## src/hdl/i2c_slave_write_receiver_core_assert.svh

```systemverilog
// assertion macros shared by the receiver modules
// the enclosing module must provide clk and arst_n
`ifndef I2C_SLAVE_WRITE_RECEIVER_CORE_ASSERT_SVH
`define I2C_SLAVE_WRITE_RECEIVER_CORE_ASSERT_SVH

// condition implies consequence in the same cycle
`define I2CWR_ASSERT_NOW(lbl, ante, cons) \
	lbl: assert property (@(posedge clk) disable iff (!arst_n) (ante) |-> (cons)) \
		else $error("%m: same-cycle check failed");

// condition implies consequence in the next cycle
`define I2CWR_ASSERT_NEXT(lbl, ante, cons) \
	lbl: assert property (@(posedge clk) disable iff (!arst_n) (ante) |=> (cons)) \
		else $error("%m: next-cycle check failed");

`endif

```

## src/hdl/i2cwr_pkg.sv

```systemverilog
package i2cwr_pkg;

	// register indexes of the configuration port
	localparam int unsigned CFG_IDX_W = 1;
	localparam logic [CFG_IDX_W-1:0] REG_OWN_ADDRESS    = 1'b0;
	localparam logic [CFG_IDX_W-1:0] REG_BUS_FREE_TICKS = 1'b1;

	// reset values of the registers
	localparam logic [6:0] OWN_ADDRESS_RESET    = 7'd34;
	localparam logic [7:0] BUS_FREE_TICKS_RESET = 8'd5;

	// one line sample
	typedef struct packed {
		logic scl_level;
		logic sda_level;
	} sample_t;

	// one result item
	typedef struct packed {
		logic       sda_pull_low;
		logic       byte_valid;
		logic [7:0] data_byte;
		logic       addressed;
	} result_t;

	// configuration seen by the state machine
	typedef struct packed {
		logic [6:0] own_address;
		logic [7:0] bus_free_ticks;
	} cfg_t;

endpackage

```

## src/hdl/i2cwr_ifs.sv

```systemverilog
// line sample channel
interface i2cwr_sample_if;
	logic valid;
	logic ready;
	logic scl_level;
	logic sda_level;
	modport source (output valid, output scl_level, output sda_level, input ready);
	modport sink (input valid, input scl_level, input sda_level, output ready);
endinterface

// result channel
interface i2cwr_result_if;
	logic       valid;
	logic       ready;
	logic       sda_pull_low;
	logic       byte_valid;
	logic [7:0] data_byte;
	logic       addressed;
	modport source (output valid, output sda_pull_low, output byte_valid,
		output data_byte, output addressed, input ready);
	modport sink (input valid, input sda_pull_low, input byte_valid,
		input data_byte, input addressed, output ready);
endinterface

// configuration write channel
interface i2cwr_cfg_if;
	logic                               valid;
	logic                               ready;
	logic [i2cwr_pkg::CFG_IDX_W-1:0]    index;
	logic [7:0]                         data;
	modport source (output valid, output index, output data, input ready);
	modport sink (input valid, input index, input data, output ready);
endinterface

```

## src/hdl/i2cwr_fsm.sv

```systemverilog
module i2cwr_fsm (
	input  logic               clk,
	input  logic               arst_n,
	input  logic               step,
	input  i2cwr_pkg::sample_t sample,
	input  i2cwr_pkg::cfg_t    cfg,
	output i2cwr_pkg::result_t res
);

	`include "i2c_slave_write_receiver_core_assert.svh"

	// bus phases
	localparam logic [2:0] PH_FREE    = 3'd0;
	localparam logic [2:0] PH_START   = 3'd1;
	localparam logic [2:0] PH_LOWWAIT = 3'd2;
	localparam logic [2:0] PH_BITS    = 3'd3;
	localparam logic [2:0] PH_ACK     = 3'd4;

	// sub-steps of one bit clock
	localparam logic [1:0] SUB_WAIT_HIGH = 2'd0;
	localparam logic [1:0] SUB_ONE_BIT   = 2'd1;
	localparam logic [1:0] SUB_ZERO_BIT  = 2'd2;

	logic [2:0] phase_q, phase_d;
	logic [7:0] free_q, free_d;
	logic [3:0] bc_q, bc_d;
	logic [7:0] shift_q, shift_d;
	logic [1:0] sub_q, sub_d;
	logic       last_sda_q;
	logic       in_data_q, in_data_d;

	logic       scl, sda;
	logic       bit_done, stop_seen;
	logic [3:0] bc_inc;

	assign scl    = sample.scl_level;
	assign sda    = sample.sda_level;
	assign bc_inc = bc_q + 4'd1;

	// next state and result for one sample
	always_comb begin
		phase_d          = phase_q;
		free_d           = free_q;
		bc_d             = bc_q;
		shift_d          = shift_q;
		sub_d            = sub_q;
		in_data_d        = in_data_q;
		bit_done         = 1'b0;
		stop_seen        = 1'b0;
		res.sda_pull_low = 1'b0;
		res.byte_valid   = 1'b0;
		res.data_byte    = 8'd0;
		unique case (phase_q)
			PH_FREE: begin
				if (scl && sda) begin
					if (free_q <= 8'd1) phase_d = PH_START;
					else free_d = free_q - 8'd1;
				end else begin
					free_d = cfg.bus_free_ticks;
				end
			end
			PH_START: begin
				if (scl && !sda && last_sda_q) phase_d = PH_LOWWAIT;
			end
			PH_LOWWAIT: begin
				if (!scl && !sda) begin
					phase_d = PH_BITS;
					bc_d    = 4'd0;
					shift_d = 8'd0;
					sub_d   = SUB_WAIT_HIGH;
				end
			end
			PH_BITS: begin
				// sample on scl high, end of bit on scl low, stop after a zero bit
				if (sub_q == SUB_ONE_BIT) begin
					if (!scl) bit_done = 1'b1;
				end else if (sub_q == SUB_ZERO_BIT) begin
					if (!scl) bit_done = 1'b1;
					else if (sda) stop_seen = 1'b1;
				end else if (scl) begin
					shift_d = {shift_q[6:0], sda};
					sub_d   = sda ? SUB_ONE_BIT : SUB_ZERO_BIT;
				end
				if (stop_seen) begin
					phase_d   = PH_FREE;
					free_d    = cfg.bus_free_ticks;
					in_data_d = 1'b0;
					bc_d      = 4'd0;
					sub_d     = SUB_WAIT_HIGH;
				end else if (bit_done) begin
					sub_d = SUB_WAIT_HIGH;
					bc_d  = bc_inc;
					if (bc_inc[3]) begin
						bc_d = 4'd0;
						if (in_data_q || shift_q == {cfg.own_address, 1'b0}) begin
							phase_d          = PH_ACK;
							res.sda_pull_low = 1'b1;
						end else begin
							phase_d   = PH_FREE;
							free_d    = cfg.bus_free_ticks;
							in_data_d = 1'b0;
						end
					end
				end
			end
			PH_ACK: begin
				if (sub_q == SUB_ONE_BIT) begin
					if (!scl) begin
						if (in_data_q) begin
							res.byte_valid = 1'b1;
							res.data_byte  = shift_q;
						end
						in_data_d = 1'b1;
						phase_d   = PH_BITS;
						bc_d      = 4'd0;
						sub_d     = SUB_WAIT_HIGH;
					end else begin
						res.sda_pull_low = 1'b1;
					end
				end else begin
					if (scl) sub_d = SUB_ONE_BIT;
					res.sda_pull_low = 1'b1;
				end
			end
			default: begin
				phase_d   = PH_FREE;
				free_d    = cfg.bus_free_ticks;
				in_data_d = 1'b0;
				bc_d      = 4'd0;
				sub_d     = SUB_WAIT_HIGH;
			end
		endcase
		res.addressed = in_data_d;
	end

	// state registers, advanced once per item
	always_ff @(posedge clk or negedge arst_n) begin
		if (!arst_n) begin
			phase_q    <= PH_FREE;
			free_q     <= i2cwr_pkg::BUS_FREE_TICKS_RESET;
			bc_q       <= 4'd0;
			shift_q    <= 8'd0;
			sub_q      <= SUB_WAIT_HIGH;
			last_sda_q <= 1'b1;
			in_data_q  <= 1'b0;
		end else if (step) begin
			phase_q    <= phase_d;
			free_q     <= free_d;
			bc_q       <= bc_d;
			shift_q    <= shift_d;
			sub_q      <= sub_d;
			last_sda_q <= sda;
			in_data_q  <= in_data_d;
		end
	end

	// a reported byte only comes from the data phase
	`I2CWR_ASSERT_NOW(a_valid_addressed, res.byte_valid, res.addressed && in_data_q)
	// acknowledge is driven only around a byte boundary
	`I2CWR_ASSERT_NOW(a_pull_phase, res.sda_pull_low, phase_q == PH_BITS || phase_q == PH_ACK)
	// end of the acknowledge clock enters the data phase
	`I2CWR_ASSERT_NEXT(a_ack_enters_data,
		step && phase_q == PH_ACK && sub_q == SUB_ONE_BIT && !scl,
		in_data_q && phase_q == PH_BITS)

endmodule

```

## src/hdl/i2c_slave_write_receiver_core.sv

```systemverilog
// channel   dir   payload                                           handshake
// sample    in    scl_level, sda_level                              valid/ready
// result    out   sda_pull_low, byte_valid, data_byte, addressed    valid/ready
// cfg       in    index, data                                       valid/ready
//
// one item per cycle sustained while the sink keeps result.ready high; a result
// is offered from the result register after its sample is accepted into the input
// register, and the whole line state machine step sits between those two registers
// arst_n clears state; registers return to address 34 and 5 bus-free ticks
// a result held back by the sink stalls the input stage, so sample.ready falls
// only while both stages are full and result.ready is low
module i2c_slave_write_receiver_core (
	input  logic            clk,
	input  logic            arst_n,
	i2cwr_sample_if.sink    sample,
	i2cwr_result_if.source  result,
	i2cwr_cfg_if.sink       cfg
);

	logic [6:0]          own_address_q;
	logic [7:0]          bus_free_q;
	i2cwr_pkg::cfg_t     cfg_cur;

	logic                valid_s1;
	i2cwr_pkg::sample_t  sample_s1;
	logic                out_valid_q;
	i2cwr_pkg::result_t  result_q;
	i2cwr_pkg::result_t  res_d;
	logic                adv;
	logic                step;

	// configuration registers, writes always taken
	assign cfg.ready = 1'b1;
	always_ff @(posedge clk or negedge arst_n) begin
		if (!arst_n) begin
			own_address_q <= i2cwr_pkg::OWN_ADDRESS_RESET;
			bus_free_q    <= i2cwr_pkg::BUS_FREE_TICKS_RESET;
		end else if (cfg.valid) begin
			unique case (cfg.index)
				i2cwr_pkg::REG_OWN_ADDRESS:    own_address_q <= cfg.data[6:0];
				i2cwr_pkg::REG_BUS_FREE_TICKS: bus_free_q    <= cfg.data;
				default: ;
			endcase
		end
	end
	assign cfg_cur.own_address    = own_address_q;
	assign cfg_cur.bus_free_ticks = bus_free_q;

	// pipeline flow control
	assign adv          = !out_valid_q || result.ready;
	assign step         = valid_s1 && adv;
	assign sample.ready = !valid_s1 || adv;

	// input stage
	always_ff @(posedge clk or negedge arst_n) begin
		if (!arst_n) begin
			valid_s1 <= 1'b0;
		end else if (sample.ready) begin
			valid_s1 <= sample.valid;
		end
	end
	always_ff @(posedge clk) begin
		if (sample.ready && sample.valid) begin
			sample_s1.scl_level <= sample.scl_level;
			sample_s1.sda_level <= sample.sda_level;
		end
	end

	// line state machine
	i2cwr_fsm u_fsm (
		.clk    (clk),
		.arst_n (arst_n),
		.step   (step),
		.sample (sample_s1),
		.cfg    (cfg_cur),
		.res    (res_d)
	);

	// result register
	always_ff @(posedge clk or negedge arst_n) begin
		if (!arst_n) begin
			out_valid_q <= 1'b0;
		end else if (adv) begin
			out_valid_q <= valid_s1;
		end
	end
	always_ff @(posedge clk) begin
		if (step) result_q <= res_d;
	end

	assign result.valid        = out_valid_q;
	assign result.sda_pull_low = result_q.sda_pull_low;
	assign result.byte_valid   = result_q.byte_valid;
	assign result.data_byte    = result_q.data_byte;
	assign result.addressed    = result_q.addressed;

endmodule
```

## src/flat_wrapper.sv

```systemverilog
// flat-port wrapper written by rule: the top's interface ports become plain ports
module i2c_slave_write_receiver_core_flat 
  (clk, arst_n, sample_valid, sample_scl_level, sample_sda_level, sample_ready, result_valid, result_sda_pull_low, result_byte_valid, result_data_byte, result_addressed, result_ready, cfg_valid, cfg_index, cfg_data, cfg_ready);
  i2cwr_sample_if sample_i ();
  i2cwr_result_if result_i ();
  i2cwr_cfg_if cfg_i ();
  input  logic clk;
  input  logic arst_n;
  input wire logic [$bits(sample_i.valid)-1:0] sample_valid;
  input wire logic [$bits(sample_i.scl_level)-1:0] sample_scl_level;
  input wire logic [$bits(sample_i.sda_level)-1:0] sample_sda_level;
  output wire logic [$bits(sample_i.ready)-1:0] sample_ready;
  output wire logic [$bits(result_i.valid)-1:0] result_valid;
  output wire logic [$bits(result_i.sda_pull_low)-1:0] result_sda_pull_low;
  output wire logic [$bits(result_i.byte_valid)-1:0] result_byte_valid;
  output wire logic [$bits(result_i.data_byte)-1:0] result_data_byte;
  output wire logic [$bits(result_i.addressed)-1:0] result_addressed;
  input wire logic [$bits(result_i.ready)-1:0] result_ready;
  input wire logic [$bits(cfg_i.valid)-1:0] cfg_valid;
  input wire logic [$bits(cfg_i.index)-1:0] cfg_index;
  input wire logic [$bits(cfg_i.data)-1:0] cfg_data;
  output wire logic [$bits(cfg_i.ready)-1:0] cfg_ready;
  assign sample_i.valid = sample_valid;
  assign sample_i.scl_level = sample_scl_level;
  assign sample_i.sda_level = sample_sda_level;
  assign sample_ready = sample_i.ready;
  assign result_valid = result_i.valid;
  assign result_sda_pull_low = result_i.sda_pull_low;
  assign result_byte_valid = result_i.byte_valid;
  assign result_data_byte = result_i.data_byte;
  assign result_addressed = result_i.addressed;
  assign result_i.ready = result_ready;
  assign cfg_i.valid = cfg_valid;
  assign cfg_i.index = cfg_index;
  assign cfg_i.data = cfg_data;
  assign cfg_ready = cfg_i.ready;
  i2c_slave_write_receiver_core u_core (.clk(clk), .arst_n(arst_n), .sample(sample_i), .result(result_i), .cfg(cfg_i));
endmodule
```

## config.mk

```make
export PLATFORM = sky130hd
export DESIGN_NAME = i2c_slave_write_receiver_core_flat
export DESIGN_NICKNAME = d
export VERILOG_FILES = /design/src/hdl/i2cwr_pkg.sv /design/src/hdl/i2cwr_ifs.sv /design/src/hdl/i2cwr_fsm.sv /design/src/hdl/i2c_slave_write_receiver_core.sv /design/src/flat_wrapper.sv
export VERILOG_INCLUDE_DIRS = /design/src /design/src/hdl
export SDC_FILE = /design/constraint.sdc
export NUM_CORES = 1
export LEC_CHECK = 0
export BUFFER_PORTS_ARGS = -buffer_cell sky130_fd_sc_hd__buf_2
export CAP_MARGIN = 20
export CORE_ASPECT_RATIO = 0.9
export CORE_MARGIN = 2
export CORE_UTILIZATION = 38
export DETAILED_ROUTE_END_ITERATION = 10
export GPL_ROUTABILITY_DRIVEN = 1
export PLACE_DENSITY = 0.65
export SLEW_MARGIN = 10
export SYNTH_ARGS = -nofsm -noshare
export SYNTH_HDL_FRONTEND = slang
export SYNTH_SLANG_ARGS = --single-unit
export TNS_END_PERCENT = 10
```

## constraint.sdc

```tcl
create_clock -name clk -period 2 [get_ports clk]
set_clock_uncertainty 0.1 [all_clocks]
set_input_delay 0.2 -clock clk [delete_from_list [all_inputs] [get_ports clk]]
set_output_delay 0.2 -clock clk [all_outputs]
set_load 0.1 [all_outputs]
```

==> metrics.md <==
| Metric | Value |
|---|---|
| Commonest cells after routing, fill and taps aside | `53 x sky130_fd_sc_hd__buf_4, 35 x sky130_fd_sc_hd__dfrtp_1, 28 x sky130_fd_sc_hd__buf_2` |
| Fraction of power consumed by combinational cells | `about half` |
| Starting density of the core | `38.7%` |
| Type of destination of the critical path | `flop` |
| Vias/cell | `5.13` |
| Status | `finished with violations` |
| Cell area after synthesis | `0.00309 sq mm` |
| Timing startpoint of the critical path | `u_core.u_fsm.free_q[0]$_DFFE_PN1P_` |
| Filler-free cell count of the finished design | `451` |
| Synth warn | `0` |
| Total global routing overflow | `0` |
| Signal arrival time at the worst endpoint | `2.16 ns` |
| Total Power Consumption | `4.54 mW` |
| Final HPWL DP | `4870 um` |
| Vias in the first global route | `~2200` |
| Num Clock Sinks | `56` |
| Fraction of final layout cells sized beyond drive strength 1 | `just over 40%` |
| I/O Pins | `30` |
| FF+latch count, synth | `56` |
| Synthesized netlist net count | `a little under 300` |
| Overall routing resource usage | `15.4%` |
| Net Sw Power | `1.70 mW` |
| Source-to-sink clock delay at the later pin of the worst-skew pair | `0.31 ns` |
| Min Clock Period, post-route | `2.05 ns` |
| Worst Setup EP | `u_core.u_fsm.free_q[7]$_DFFE_PN0P_` |
| Count of flip-flops with a built-in enable after synthesis | `13` |
| Final cycle utilization of the critical path | `102%` |
| Dominant register cell in the synthesized netlist | `sky130_fd_sc_hd__dfrtp_1` |
| Share of power burned in registers | `37.1%` |
| Clock group share of total power | `14.5%` |
| Largest fanout of any net on the critical path | `7` |
| RSZ-0062 raised after global routing | `true` |
| Setup slack of the worst register-to-register path | `-0.05 ns` |
| Power per cell area | `roughly 1200 mW/mm^2` |
| Final Max Tran Viols | `0` |
| Global routing usage on met2 | `25.3%` |
| End of the worst register-to-register path | `u_core.u_fsm.free_q[7]$_DFFE_PN0P_` |
| Violations in the final reports | `setup timing` |
| Residual DRC | `0` |
| Cells after Synth | `275` |
| Area added between synthesis and finish | `23.6%` |
| Clock root buffer master | `sky130_fd_sc_hd__clkbuf_8` |
| Smallest setup slack after layout | `-0.0482 ns` |
| Worst endpoint required time | `2.11 ns` |
| Final core utilization | `47.8%` |
| # port buffers | `28` |
| Crit path launch type | `flop` |
| Inserted Clock Buffers | `5` |
| Hold Worst Slack | `~0.032 ns` |
| Launching point of the worst reg2reg path | `u_core.u_fsm.free_q[0]$_DFFE_PN1P_` |
| Commonest non-fill, non-tap cell in the layout | `sky130_fd_sc_hd__buf_4` |
| H-tree level count | `2` |
| Layout net count | `370` |
| Total vias in the final route | `2315` |
| CTS max path bufs | `2` |
| Endpoints failing hold | `0` |
| WS Path Type | `flop to flop` |
| Total routed wirelength | `6540 um` |
| Pre-CTS worst setup slack | `-0.250 ns` |
| Die footprint | `just under 0.009 sq mm` |
| Floorplan row count | `31` |
| Placed Cells | `438` |
| Final RePlAce weighted congestion | `0.875` |
| Cell depth of the worst flop-to-flop path | `8` |
| Total Neg Setup Slack | `-0.298 ns` |
| Synth Area per Inst | `11.2 sq um` |
| Max capacitance violation total | `0` |
| Global-route wire length before repair | `11000 um` |
| Synth cell types | `69` |
| Part of the Yosys area used for sequential elements | `between 40% and 50%` |
| Static Leak | `around 1.6 nW` |
| Met3 demand-to-capacity share in global routing | `2.40%` |
| Worst slew margin relative to its limit | `between 60% and 70%` |
| Average detailed-routed wire length per instance | `14.5 um` |
| Maximum number of pins on one net before global-route repair | `44` |
| Net switching share of the total power | `37.4%` |
| Clock slew at the register clock pins of the worst setup and hold paths | `about 0.1 ns` |
| Least-Margin Pin Slew | `between 0.5 and 0.6 ns` |
| TritonCTS clock tree | `built` |
| ANT nets after route | `0` |
| Number of endpoints failing setup at the final stage | `7` |
| Detailed-router iteration count before antenna repair | `5` |
| Met1 usage in global routing | `22.3%` |
| Type of the most critical hold path | `input port to flop` |
| Max Clock Freq | `488 MHz` |
| Horiz. Die Dim | `99.1 um` |
| Placed cell areas | `0.00363 sq mm` |
| Worst ir drop on vdd | `0.488 mV` |
| Count of inserted antenna diode cells | `0` |
| Initial antenna violation count | `0` |
| Design internal power | `2.84 mW` |
| Layer with the highest usage after global routing | `met2` |
| FFs w/ async S/R, synth | `76.8%` |
| Core Box Area | `0.00799 sq mm` |
| Die outline height | `89.6 um` |
| Post-route cell area | `0.00382 sq mm` |
| Starting DRC count in detailed routing | `88` |
## routing by layer
metal	up-vias	wire (um)
met2	39	3100
li1	1155	-
met1	1117	3150
met5	-	0
met4	0	40
met3	4	248
## Yosys cell counts, drive strengths merged (2+ instances only)
library cell | instances | share of area [%]
a221oi | 3 | 0.85
ha | 3 | 1.2
nand2b | 5 | 1.3
or4 | 2 | 0.61
nand2 | 9 | 1.1
mux2 | 24 | 9.5
nand3b | 2 | 0.49
a21o | 3 | 0.77
o22a | 2 | 0.61
edfxtp | 13 | 13
inv | 15 | 1.8
nor2b | 3 | 0.61
and3 | 3 | 0.65
o31ai | 3 | 0.73
o2111ai | 2 | 0.57
nor3b | 4 | 1.3
or3b | 2 | 0.57
clkbuf | 7 | 2.1
nor4 | 7 | 2.4
a21oi | 6 | 0.97
o22ai | 2 | 0.40
mux2i | 2 | 0.65
dfrtp | 36 | 29
a211oi | 5 | 1.4
nand4 | 3 | 0.61
nand3 | 10 | 1.6
nor2 | 11 | 1.3
o21ai | 20 | 3.2
buf | 11 | 2.8
xnor2 | 9 | 2.8
and2 | 9 | 1.8
o211ai | 2 | 0.49
a31oi | 3 | 0.61
dfstp | 7 | 5.9
or2 | 2 | 0.40
nor3 | 9 | 1.6
## layout make-up
type / count / area [sq um]
tap: 99 / 124
clock buffer: 5 / 68.8
multi-input combinational: 186 / 1460
fill: 743 / 4170
inverter: 15 / 56.3
sequential: 56 / 1480
timing repair buffer: 87 / 609
clock inverter: 3 / 25.0
## logic make-up after synthesis
kind of cell / Yosys count / share of synthesized area [%]
buffers and inverters: 33 / 6.80
xor gates and xnor gates: 10 / 3.07
AOI/OAI and AO/OA: 60 / 13.1
DFF: 56 / 47.7
other: 1 / 0.121
muxes: 26 / 10.1
and+or+nand+nor: 86 / 17.8
adders and majority gates: 3 / 1.21
## registers in the layout, summed over array words and instances (netlist names)
name / count
u_core.result.addressed: 1
u_core.valid_s1: 1
u_core.result.sda_pull_low: 1
u_core.u_fsm.sub_q: 2
u_core.result.data_byte: 8
u_core.own_address_q: 7
u_core.u_fsm.phase_q: 3
u_core.sample_s1: 2
u_core.bus_free_q: 8
u_core.u_fsm.shift_q: 8
u_core.result.valid: 1
u_core.result.byte_valid: 1
u_core.u_fsm.bc_q: 3
u_core.u_fsm.last_sda_q: 1
u_core.u_fsm.free_q: 8
u_core.u_fsm.in_data_q: 1
## worst min path at each step
stage / start / to / slack [ns] / cells past startpoint
3_3_place_gp: arst_n / u_core.u_fsm.sub_q[0]$_DFFE_PN0P_ / 0.22 / 2
3_5_place_dp: arst_n / u_core.u_fsm.sub_q[0]$_DFFE_PN0P_ / 0.21 / 2
4_1_cts: cfg_data[7] / u_core.bus_free_q[7]$_DFFE_PN0P_ / 0.02 / 2
5_1_grt: cfg_data[7] / u_core.bus_free_q[7]$_DFFE_PN0P_ / 0.03 / 2
2_1_floorplan: arst_n / u_core.bus_free_q[1]$_DFFE_PN0P_ / -0.20 / 0
6_report: cfg_data[7] / u_core.bus_free_q[7]$_DFFE_PN0P_ / 0.03 / 2
## timing repair
| item | 4_1_cts | 5_1_grt |
|---|---|---|
| hold endpoints to repair | 39 | 0 |
| hold buffers | 4 | 0 |
| setup endpoints to repair | 9 | 15 |
| buffers inserted | 0 | 1 |
| pin swaps | 2 | 2 |
| gates resized for setup | 6 | 6 |
## power groups by stage
| stage | combinational (mW) | sequential, mW | clock [mW] |
|---|---|---|---|
| 6_report | 2.19 | 1.68 | 0.659 |
| 2_1_floorplan | 1.21 | 1.82 | 0 |
| 3_3_place_gp | 2.04 | 1.69 | 0 |
| 3_5_place_dp | 2.10 | 1.70 | 0 |
| 5_1_grt | 2.40 | 1.72 | 0.728 |
| 4_1_cts | 2.15 | 1.69 | 0.690 |
## critical path, stage by stage (launching register included)
cell                       delay (ns)
sky130_fd_sc_hd__dfstp_2         0.55
sky130_fd_sc_hd__inv_2           0.05
sky130_fd_sc_hd__ha_4            0.15
sky130_fd_sc_hd__o211ai_1        0.24
sky130_fd_sc_hd__nor4_4          0.06
sky130_fd_sc_hd__a21o_2          0.23
sky130_fd_sc_hd__a21o_4          0.24
sky130_fd_sc_hd__buf_4           0.15
sky130_fd_sc_hd__o22a_2          0.16
Power figures use the tool's default switching activity.
